[src/hdl/rth_pkg.sv]
// ----------------------------------------------------------------------------
// rth_pkg
// Shared constants, types and the divider step for the RGB to HSV converter.
// ----------------------------------------------------------------------------
`default_nettype none

package rth_pkg;

  localparam int COMP_BITS     = 8;
  localparam int HUE_FRAC_BITS = 4;
  localparam int HUE_W         = 13;

  // One 60 degree sector in hue units.
  localparam int HUE_SECTOR = 60 << HUE_FRAC_BITS;
  localparam int HUE_FULL   = 6 * HUE_SECTOR;
  localparam int SAT_SCALE  = (1 << COMP_BITS) - 1;

  // Quotient bits per divider. The hue quotient reaches one full sector,
  // and the saturation quotient needs COMP_BITS.
  localparam int HUE_Q_BITS = $clog2(HUE_SECTOR + 1);
  localparam int DIV_STEPS  = (HUE_Q_BITS > COMP_BITS) ? HUE_Q_BITS : COMP_BITS;
  localparam int DIV_W      = COMP_BITS + DIV_STEPS;
  localparam int HCALC_W    = $clog2(HUE_FULL);

  localparam int Q_DEPTH = 4;
  localparam int Q_PTR_W = $clog2(Q_DEPTH);
  localparam int Q_CNT_W = $clog2(Q_DEPTH + 1);

  typedef enum logic [1:0] {
    SEC_RED   = 2'd0,
    SEC_GREEN = 2'd1,
    SEC_BLUE  = 2'd2
  } rth_sector_t;

  // Classified pixel, front to back.
  typedef struct packed {
    logic [COMP_BITS-1:0] vmax;
    logic [COMP_BITS-1:0] delta;
    rth_sector_t          sector;
    logic                 neg;
    logic [COMP_BITS-1:0] adiff;
  } rth_item_t;

  // One stage of the divider pipeline. Each divider word is
  // {partial remainder, numerator bits still to consume / quotient bits}.
  typedef struct packed {
    logic [COMP_BITS-1:0] vmax;
    logic [COMP_BITS-1:0] delta;
    rth_sector_t          sector;
    logic                 neg;
    logic [DIV_W-1:0]     sat_w;
    logic [DIV_W-1:0]     hue_w;
  } rth_stage_t;

  // One restoring division step: shift in the next numerator bit, subtract
  // when it fits, shift the quotient bit into the low end.
  function automatic logic [DIV_W-1:0] div_step(input logic [DIV_W-1:0] word,
                                                input logic [COMP_BITS-1:0] divisor);
    logic [COMP_BITS:0] t;
    logic               q;
    t = word[DIV_W-1:DIV_STEPS-1];
    q = (t >= {1'b0, divisor});
    if (q) begin
      t = t - {1'b0, divisor};
    end
    return {t[COMP_BITS-1:0], word[DIV_STEPS-2:0], q};
  endfunction

endpackage

`default_nettype wire

[src/hdl/rth_front.sv]
// ----------------------------------------------------------------------------
// rth_front
// Accepts pixels and classifies them: max, min spread, max channel, signed
// difference of the other two channels.
// ----------------------------------------------------------------------------
`default_nettype none

module rth_front
  import rth_pkg::*;
(
  input  wire logic                 clk,
  input  wire logic                 rst,
  input  wire logic                 push,
  output logic                      full,
  input  wire logic [COMP_BITS-1:0] red,
  input  wire logic [COMP_BITS-1:0] green,
  input  wire logic [COMP_BITS-1:0] blue,
  output logic                      q_push,
  input  wire logic                 q_full,
  output rth_item_t                 q_item
);

  logic       item_valid;
  rth_item_t  item;
  rth_item_t  item_next;
  logic       load;

  logic [COMP_BITS-1:0] vmin;
  logic [COMP_BITS:0]   diff;

  always_comb begin
    item_next = '0;
    if (red >= green && red >= blue) begin
      item_next.sector = SEC_RED;
      item_next.vmax   = red;
      diff             = {1'b0, green} - {1'b0, blue};
    end else if (green >= blue) begin
      item_next.sector = SEC_GREEN;
      item_next.vmax   = green;
      diff             = {1'b0, blue} - {1'b0, red};
    end else begin
      item_next.sector = SEC_BLUE;
      item_next.vmax   = blue;
      diff             = {1'b0, red} - {1'b0, green};
    end
    vmin = red;
    if (green < vmin) vmin = green;
    if (blue < vmin) vmin = blue;
    item_next.delta = item_next.vmax - vmin;
    item_next.neg   = diff[COMP_BITS];
    item_next.adiff = diff[COMP_BITS] ? COMP_BITS'(-diff) : diff[COMP_BITS-1:0];
  end

  assign full   = item_valid && q_full;
  assign load   = !full;
  assign q_push = item_valid && !q_full;
  assign q_item = item;

  always_ff @(posedge clk) begin
    if (rst) begin
      item_valid <= 1'b0;
    end else if (load) begin
      item_valid <= push;
    end
  end

  always_ff @(posedge clk) begin
    if (load && push) begin
      item <= item_next;
    end
  end

endmodule

`default_nettype wire

[src/hdl/rth_queue.sv]
// ----------------------------------------------------------------------------
// rth_queue
// Small FIFO of classified pixels between the front and the divider pipe.
// ----------------------------------------------------------------------------
`default_nettype none

module rth_queue
  import rth_pkg::*;
(
  input  wire logic      clk,
  input  wire logic      rst,
  input  wire logic      push,
  output logic           full,
  input  wire rth_item_t wr_item,
  input  wire logic      pop,
  output logic           empty,
  output rth_item_t      rd_item
);

  rth_item_t            slots [Q_DEPTH];
  logic [Q_PTR_W-1:0]   wr_ptr;
  logic [Q_PTR_W-1:0]   rd_ptr;
  logic [Q_CNT_W-1:0]   count;
  logic                 do_push;
  logic                 do_pop;

  assign full    = (count == Q_CNT_W'(Q_DEPTH));
  assign empty   = (count == '0);
  assign do_push = push && !full;
  assign do_pop  = pop && !empty;
  assign rd_item = slots[rd_ptr];

  always_ff @(posedge clk) begin
    if (rst) begin
      wr_ptr <= '0;
      rd_ptr <= '0;
      count  <= '0;
    end else begin
      if (do_push) wr_ptr <= wr_ptr + 1'b1;
      if (do_pop) rd_ptr <= rd_ptr + 1'b1;
      count <= count + Q_CNT_W'(do_push) - Q_CNT_W'(do_pop);
    end
  end

  always_ff @(posedge clk) begin
    if (do_push) begin
      slots[wr_ptr] <= wr_item;
    end
  end

`ifndef ASSERT_OFF
  a_count_bound: assert property (@(posedge clk) disable iff (rst)
    count <= Q_CNT_W'(Q_DEPTH))
    else $error("queue count beyond depth");

  a_no_overrun: assert property (@(posedge clk) disable iff (rst)
    !(push && full))
    else $error("front pushed into a full queue");
`endif

endmodule

`default_nettype wire

[src/hdl/rth_back.sv]
// ----------------------------------------------------------------------------
// rth_back
// Divider pipeline: one restoring step per stage for saturation and hue,
// then hue offset and wrap into the output register.
// ----------------------------------------------------------------------------
`default_nettype none

module rth_back
  import rth_pkg::*;
(
  input  wire logic                 clk,
  input  wire logic                 rst,
  input  wire logic                 q_empty,
  input  wire rth_item_t            q_item,
  output logic                      q_pop,
  input  wire logic                 pop,
  output logic                      empty,
  output logic [HUE_W-1:0]          hue,
  output logic [COMP_BITS-1:0]      saturation,
  output logic [COMP_BITS-1:0]      brightness
);

  rth_stage_t            stg   [DIV_STEPS+1];
  logic [DIV_STEPS:0]    stg_valid;
  rth_stage_t            load;
  logic                  adv;
  logic                  out_valid;

  logic [HUE_W-1:0]      hue_next;
  logic [COMP_BITS-1:0]  sat_next;
  logic [DIV_STEPS-1:0]  hq;
  logic [HCALC_W-1:0]    hoff;
  logic [HCALC_W-1:0]    hceil;

  // Whole pipe moves when the output register is free or being drained.
  assign adv   = !out_valid || pop;
  assign q_pop = adv && !q_empty;
  assign empty = !out_valid;

  always_comb begin
    load        = '0;
    load.vmax   = q_item.vmax;
    load.delta  = q_item.delta;
    load.sector = q_item.sector;
    load.neg    = q_item.neg;
    load.sat_w  = DIV_W'(q_item.delta) * DIV_W'(SAT_SCALE);
    load.hue_w  = DIV_W'(q_item.adiff) * DIV_W'(HUE_SECTOR);
  end

  // Final stage: floor for negative differences, sector offset, wrap; hue 0 for gray, saturation 0 for black.
  always_comb begin
    hq = stg[DIV_STEPS].hue_w[DIV_STEPS-1:0];
    unique case (stg[DIV_STEPS].sector)
      SEC_RED:   hoff = '0;
      SEC_GREEN: hoff = HCALC_W'(2 * HUE_SECTOR);
      SEC_BLUE:  hoff = HCALC_W'(4 * HUE_SECTOR);
      default:   hoff = '0;
    endcase
    hceil = HCALC_W'(hq);
    if (stg[DIV_STEPS].neg) begin
      if (stg[DIV_STEPS].hue_w[DIV_W-1:DIV_STEPS] != '0) hceil = hceil + 1'b1;
      if (hoff >= hceil) begin
        hue_next = HUE_W'(hoff - hceil);
      end else begin
        hue_next = HUE_W'(hoff + HCALC_W'(HUE_FULL) - hceil);
      end
    end else begin
      hue_next = HUE_W'(hoff + hceil);
    end
    if (stg[DIV_STEPS].delta == '0) hue_next = '0;
    sat_next = stg[DIV_STEPS].sat_w[COMP_BITS-1:0];
    if (stg[DIV_STEPS].vmax == '0) sat_next = '0;
  end

  always_ff @(posedge clk) begin
    if (rst) begin
      stg_valid <= '0;
      out_valid <= 1'b0;
    end else if (adv) begin
      stg_valid <= {stg_valid[DIV_STEPS-1:0], !q_empty};
      out_valid <= stg_valid[DIV_STEPS];
    end
  end

  always_ff @(posedge clk) begin
    if (adv) begin
      stg[0] <= load;
      for (int k = 1; k <= DIV_STEPS; k++) begin
        stg[k].vmax   <= stg[k-1].vmax;
        stg[k].delta  <= stg[k-1].delta;
        stg[k].sector <= stg[k-1].sector;
        stg[k].neg    <= stg[k-1].neg;
        stg[k].sat_w  <= div_step(stg[k-1].sat_w, stg[k-1].vmax);
        stg[k].hue_w  <= div_step(stg[k-1].hue_w, stg[k-1].delta);
      end
      hue        <= hue_next;
      saturation <= sat_next;
      brightness <= stg[DIV_STEPS].vmax;
    end
  end

`ifndef ASSERT_OFF
  a_hue_range: assert property (@(posedge clk) disable iff (rst)
    out_valid |-> (hue < HUE_W'(HUE_FULL)))
    else $error("hue out of range");

  a_black_sat: assert property (@(posedge clk) disable iff (rst)
    (out_valid && brightness == '0) |-> (saturation == '0 && hue == '0))
    else $error("black pixel with nonzero saturation or hue");
`endif

endmodule

`default_nettype wire

[src/hdl/rgb_to_hsv_converter.sv]
// ----------------------------------------------------------------------------
// rgb_to_hsv_converter
// RGB to HSV pixel converter, one pixel per clock while the output is drained.
// ----------------------------------------------------------------------------
// Usage:
//   Input channel: drive red/green/blue and raise push; a beat is taken on a
//   clock edge with push high and full low.
//   Output channel: while empty is low, hue/saturation/brightness hold the
//   oldest result; raise pop to take that beat.
//   Components are 8 bits and hue is in sixteenth-degree units. Throughput
//   is one pixel per clock while the receiver keeps pop high, set by the
//   divider pipe doing one quotient bit per stage.
//   Front register classifies the pixel, a 4-deep queue decouples it from
//   the divider pipe, which ends in the output register.
//   Receiver stall: the divider pipe holds while the output beat waits,
//   the queue fills, then full rises; no beat is lost.
//   Reset (rst, synchronous): all valid bits and queue pointers clear; full
//   and empty settle to 0 and 1 on the next edge. No clearing pass.
//   Hue is in sixteenths of a degree, 0 for gray; saturation is 0 for black.
// ----------------------------------------------------------------------------
`default_nettype none

module rgb_to_hsv_converter
  import rth_pkg::*;
(
  input  wire logic                 clk,
  input  wire logic                 rst,
  input  wire logic                 push,
  output logic                      full,
  input  wire logic [COMP_BITS-1:0] red,
  input  wire logic [COMP_BITS-1:0] green,
  input  wire logic [COMP_BITS-1:0] blue,
  output logic                      empty,
  input  wire logic                 pop,
  output logic [HUE_W-1:0]          hue,
  output logic [COMP_BITS-1:0]      saturation,
  output logic [COMP_BITS-1:0]      brightness
);

  // front -> queue
  logic      fq_push;
  logic      fq_full;
  rth_item_t fq_item;

  // queue -> back
  logic      qb_pop;
  logic      qb_empty;
  rth_item_t qb_item;

  rth_front u_front (
    .clk    (clk),
    .rst    (rst),
    .push   (push),
    .full   (full),
    .red    (red),
    .green  (green),
    .blue   (blue),
    .q_push (fq_push),
    .q_full (fq_full),
    .q_item (fq_item)
  );

  rth_queue u_queue (
    .clk     (clk),
    .rst     (rst),
    .push    (fq_push),
    .full    (fq_full),
    .wr_item (fq_item),
    .pop     (qb_pop),
    .empty   (qb_empty),
    .rd_item (qb_item)
  );

  rth_back u_back (
    .clk        (clk),
    .rst        (rst),
    .q_empty    (qb_empty),
    .q_item     (qb_item),
    .q_pop      (qb_pop),
    .pop        (pop),
    .empty      (empty),
    .hue        (hue),
    .saturation (saturation),
    .brightness (brightness)
  );

endmodule

`default_nettype wire
[config.mk]
export PLATFORM = sky130hd
export DESIGN_NAME = rgb_to_hsv_converter
export DESIGN_NICKNAME = d
export VERILOG_FILES = /design/src/hdl/rth_pkg.sv /design/src/hdl/rth_front.sv /design/src/hdl/rth_queue.sv /design/src/hdl/rth_back.sv /design/src/hdl/rgb_to_hsv_converter.sv
export SDC_FILE = /design/constraint.sdc
export NUM_CORES = 2
export LEC_CHECK = 0
export BUFFER_PORTS_ARGS = -buffer_cell sky130_fd_sc_hd__buf_4
export CAP_MARGIN = 20
export CORE_UTILIZATION = 45
export DETAILED_ROUTE_END_ITERATION = 10
export MAX_ROUTING_LAYER = met4
export PLACE_DENSITY_LB_ADDON = 0.3
export SYNTH_ARGS = -nofsm -noshare
export SYNTH_HDL_FRONTEND = slang
export SYNTH_SLANG_ARGS = --single-unit
export TNS_END_PERCENT = 20
[constraint.sdc]
create_clock -name clk -period 20.8 [get_ports clk]
set_input_delay 1.04 -clock clk [delete_from_list [all_inputs] [get_ports clk]]
set_output_delay 1.04 -clock clk [all_outputs]
set_load 0.02 [all_outputs]
Word level (Yosys, flattened, before mapping)
Memory sizes are Yosys's and may differ from the RTL's. A register that Yosys moved wholly into a read port is not among the register bits.
Index checks and enable logic that the tools add are counted.
{ "word_totals": {"regBits": 76, "ramBits": 713, "inputBits": 28, "output_inout_bits": 31, "word_cells": 156, "n_memories": 2} }
{ "mem_list": {"columns": ["memory", "words", "word_bits", "rd", "rd_ports_with_merged_regs", "write_ports", "line_no", "text"], "rows": [
  ["u_back.stg", 11, 55, 11, 0, 11, "rth_back.sv:23", "rth_stage_t stg [DIV_STEPS+1];"],
  ["u_queue.slots", 4, 27, 1, 1, 1, "rth_queue.sv:20", "rth_item_t slots [Q_DEPTH];"]
]} }
{ "classes": {"add_sub_neg": 34, "mul": 2, "order_cmp": 26, "n_eq_ne": 3, "n_mux": 59, "n_reduce_logical": 16} }
{ "ops": {"columns": ["operator", "n"], "rows": [
  ["$mux W8", 45],
  ["$ge A9 B8 Y1", 20],
  ["$sub A8 B8 Y8", 21],
  ["$mux W13", 4],
  ["$sub A8 B8 Y9", 3],
  ["$ge A8 B8 Y1", 3],
  ["$pmux W12 S2", 1],
  ["$mux W9", 2],
  ["$logic_not A8 Y1", 2],
  ["$lt A8 B8 Y1", 2],
  ["$mul A8 B8 Y16 const B", 1],
  ["$add A12 B10 Y13", 1],
  ["$add A12 B13 Y13 const B", 1],
  ["$ge A12 B13 Y1", 1],
  ["$sub A12 B13 Y13", 1],
  ["$sub A13 B13 Y13", 1],
  ["$mul A8 B4 Y12 const B", 1],
  ["$add A10 B1 Y11 const B", 1],
  ["$neg A8 Y8", 1],
  ["$reduce_bool A8 Y1", 1],
  ["$logic_and A1 B1 Y1", 7],
  ["$mux W2", 3],
  ["$add A2 B1 Y2 const B", 2],
  ["$logic_not A1 Y1", 4],
  ["other kinds (8)", 11]
]} }

Logic depth before layout (Yosys ltp)
An unclocked memory read counts as a cell.
{ "logic_depth": {"ltp_word": 7, "ltp_mapped": 28, "depth_no_buf": 26} }

Hierarchy
Synthesis repeated with hierarchy kept, for this count alone.
{ "hier_totals": {"cells_unflattened": 2763, "hier_area_um2": 36379.9} }
{ "modules_own_cells": {"columns": ["mod", "n_inst", "cells_each", "area_per_inst_um2", "seq_area_each_um2"], "rows": [
  ["rth_back", 1, 2193, 28716.3, 16756.1],
  ["rth_queue", 1, 192, 4411.7, 3423.3],
  ["rth_front", 1, 378, 3251.9, 830.8]
]} }

Worst setup path after synthesis
Ideal clock, no wire load.
{ "synth_path": {"path_kind": "input -> register", "start": "input port pop", "end": "register u_back.brightness[0], read port of u_back.stg, enable pin", "setup_time_ps": 1134, "arrival_ps": 16216, "required_time_ps": 19666, "setup_slack_ps": 3450, "cell_stages": 3, "n_path_buf": 1, "path_cell_list": "nor2_1 inv_1 clkbuf_1"} }
{ "synth_via": {"elab_chain_cells": 1} }
{ "synth_rtl": {"columns": ["element", "line_no", "text"], "rows": [
  ["start: declaration", "rgb_to_hsv_converter.sv:34", "input wire logic pop,"],
  ["$logic_or A1 B1 Y1", "rth_back.sv:36", "assign adv = !out_valid || pop;"],
  ["end: declaration", "rth_back.sv:20", "output logic [COMP_BITS-1:0] brightness"]
]} }
Every way passes these cells.
A chain may end at the register's enable or synchronous reset.

==> metrics <==
antenna violations before repair 0; data required time of the worst path approximately 21 ns; FF/Latch Area 0.0210 mm²; synthesized area 0.0354 mm²; Multi-input gate area ~0.013 mm²; antenna cells 0; worst hold start u_back.stg[2][8]$_DFFE_PN_; critical path class input port to flop; Die Wd 283 µm; Final min period 5.96 ns; ys flop type edfxtp_1; Die ar. 0.0799 mm²; # hold bufs at CTS 0; Post-route DRC 0; GRT Total Usage between 10% and 20%; CTS H-Tree Depth 3; RePlAce Congestion slightly below 0.9; Max-slew headroom 29.9%; worst-margin pin slew 1.05 ns; M2 GR Usage 30.2%; remaining global-route overflow 0; max-slew violation count 0; Max-Cap Viols 0; Net Count, Synth 3158; Distinct cells, synth 65; pin count of the biggest net entering global routing 138; post-synthesis register bit count ~700; ys async rst share 0%; WHS Path Cells 0; die height about 280 µm; vias in the first global route 21500; register area share after synthesis 59.3%; crit path max fanout 15; Std-Cell Rows 102; worst hold path endpoint u_back.stg[3][9]$_DFFE_PN_; Tcrit/Tclk final between 20 and 30%; Post-Syn Instances 2785; Clock Pin Slew Worst Setup and Hold Paths 0.06 ns; Fill cells ~6500; Post CTS Setup Buffer Count 0; clock latency on the worst-skew pair 0.60 ns; Global Route met1 Usage 18.2%; R2R Path End u_back.stg[0][32]$_DFFE_PN_; remaining antenna violation count 0; clk buf depth 3; final setup vio count 0; first-pass GRT wire length 103000 µm; r2r setup slk about 15 ns; clock skew ~0.013 ns; Fin Setup TNS 0 ns; R2R cell count 16; fin cells 3993; crit start category input port; fin nets ~3300; Final Hold Vio Count 0; RSZ-0062 raised after global routing false; initial DRC count between 1000 and 1500; met3 usage around 2.3%; WL final 61500 µm; area added between synthesis and finish 12.1%; GRT busiest layer met2; number of flops mapped to enable cells by yosys 685; endpoint class of the critical path flop; Num CTS Buffers 74; port bufs 58; Avg Cell Area, Syn 12.7 µm²; outcome completed; vias 20500; core box area 0.0777 mm²; CP arrival 6.31 ns; Resized Gates After CTS 0; vias per std cell between 5 and 6; ratio of cells with drive above 1 in the final layout around 8.0%; clock sink total 707; Post-Place Cells 3854; synthesis warning total 0; Max Clk Rate 168 MHz; Routed WL per cell 15.4 µm; Starting Density around 46%; drt first pass iters 5; hold_ws 0.411 ns; HP Class flop to flop; CTS tree yes; Root Buffer clkbuf_16; DPL Wire Length 44900 µm; I/O pins 59
==> through the flow <==
step	cell area (µm²)	worst slack, ns	utilization (%)
after floorplan	35400	3.45	-
after global placement	37100	13.99	47.8
after detailed placement	37100	13.80	47.8
after CTS	39600	14.44	51.0
after global routing	39700	14.53	51.1
final	39700	14.84	51.1
==> worst max-delay path: stages <==
cell,delay [ns]
buf_4,0.13
inv_1,0.15
ha_1,0.27
a21o_1,0.21
a221o_1,0.40
a221oi_2,0.31
nand2b_1,0.52
nor2_1,0.10
a21oi_1,0.26
ha_1,0.24
o21ai_0,0.09
nand2b_1,0.07
o2111ai_1,0.13
a31oi_1,0.42
buf_4,0.27
nand2_1,0.06
o21ai_1,0.15
ha_1,0.28
a21oi_1,0.16
o21ai_0,0.14
a21oi_1,0.18
o21bai_1,0.10
a21o_1,0.18
a21oi_1,0.16
xnor2_1,0.15
xnor2_1,0.10
==> cell usage in the layout, fill, tap and decap left out, types with 21 or more instances in the layout <==
cell / n
a21boi_0: 51
a21o_1: 37
a21oi_1: 129
buf_4: 74
clkbuf_16: 77
dfxtp_1: 21
edfxtp_1: 685
fa_1: 70
ha_1: 275
inv_1: 389
mux4_2: 27
nand2_1: 201
nand4_1: 35
nor2_1: 184
nor2b_1: 45
nor3_1: 30
o21ai_0: 185
o31ai_1: 37
xnor2_1: 69
xor2_1: 66
==> routing by layer <==
metal  vias to the layer above  share of wire, %
met3                       117               3.1
met5                         -                 0
met2                       289                53
met1                      9945                41
li1                      10100                 -
met4                         0               2.6
==> state kept, by name (all words and copies together), names as in the netlist, 2 cells and up, named ones only <==
register,count
u_front.q_item,27
u_back.stg_valid,11
u_queue.rd_ptr,2
u_queue.slots,108
u_back.brightness,8
u_queue.wr_ptr,2
u_back.stg,521
u_queue.count,3
u_back.hue,13
u_back.saturation,8
==> worst max path at each step <==
stage / start / end / slack, ns / cells after the start
3_3_place_gp: green[1] / u_front.q_item[18]$_DFFE_PP_ / 13.99 / 24
2_1_floorplan: pop / u_back.brightness[0]$_DFFE_PN_ / 3.45 / 3
3_5_place_dp: green[1] / u_front.q_item[18]$_DFFE_PP_ / 13.80 / 24
6_report: green[1] / u_front.q_item[18]$_DFFE_PP_ / 14.84 / 26
4_1_cts: green[1] / u_front.q_item[18]$_DFFE_PP_ / 14.44 / 24
5_1_grt: green[1] / u_front.q_item[18]$_DFFE_PP_ / 14.53 / 26
==> synth_stat cells (all sizes together) (4+ instances only) <==
cell | n | share of area [%]
dfxtp | 22 | 1.2
ha | 275 | 9.7
a31oi | 11 | 0.19
nor3 | 30 | 0.42
buf | 8 | 0.14
o211ai | 6 | 0.13
a21o | 37 | 0.78
nand4 | 35 | 0.62
nand2b | 20 | 0.35
a311oi | 18 | 0.44
xor2 | 66 | 1.6
mux2 | 5 | 0.16
inv | 390 | 4.1
mux2i | 17 | 0.48
edfxtp | 685 | 58
nor2b | 46 | 0.81
and3 | 13 | 0.23
o21bai | 20 | 0.42
nand3 | 17 | 0.25
and2 | 18 | 0.32
a21boi | 52 | 1.1
fa | 70 | 4.0
a31o | 4 | 0.12
a21oi | 130 | 1.8
nor2 | 184 | 1.9
o21ai | 192 | 2.7
clkbuf | 36 | 0.38
a211oi | 4 | 0.085
nor4 | 5 | 0.17
nand2 | 201 | 2.1
mux4 | 27 | 1.7
o31ai | 37 | 0.78
xnor2 | 69 | 1.7
==> cell families (layout without fill, tap and decap cells) <==
family | after synthesis | in the layout | share of synthesized area (%)
compound gates | 533 | 533 | 9.20
xor+xnor | 135 | 135 | 3.34
fa+ha+maj | 345 | 345 | 13.7
buf+inv | 434 | 602 | 4.65
flops | 707 | 707 | 59.3
mux | 49 | 49 | 2.35
simple gates | 582 | 582 | 7.52
==> layout make-up <==
class | count | area share (%)
clock inverter | 47 | 1.37
multi-input combinational | 1644 | 32.2
clock buffer | 88 | 4.95
inverter | 390 | 3.70
sequential | 707 | 52.9
tap | 1040 | 3.27
timing repair buffer | 77 | 1.61
Power is not shown: default switching activity piles up to over one toggle a cycle in this logic, so the estimate is an artifact.
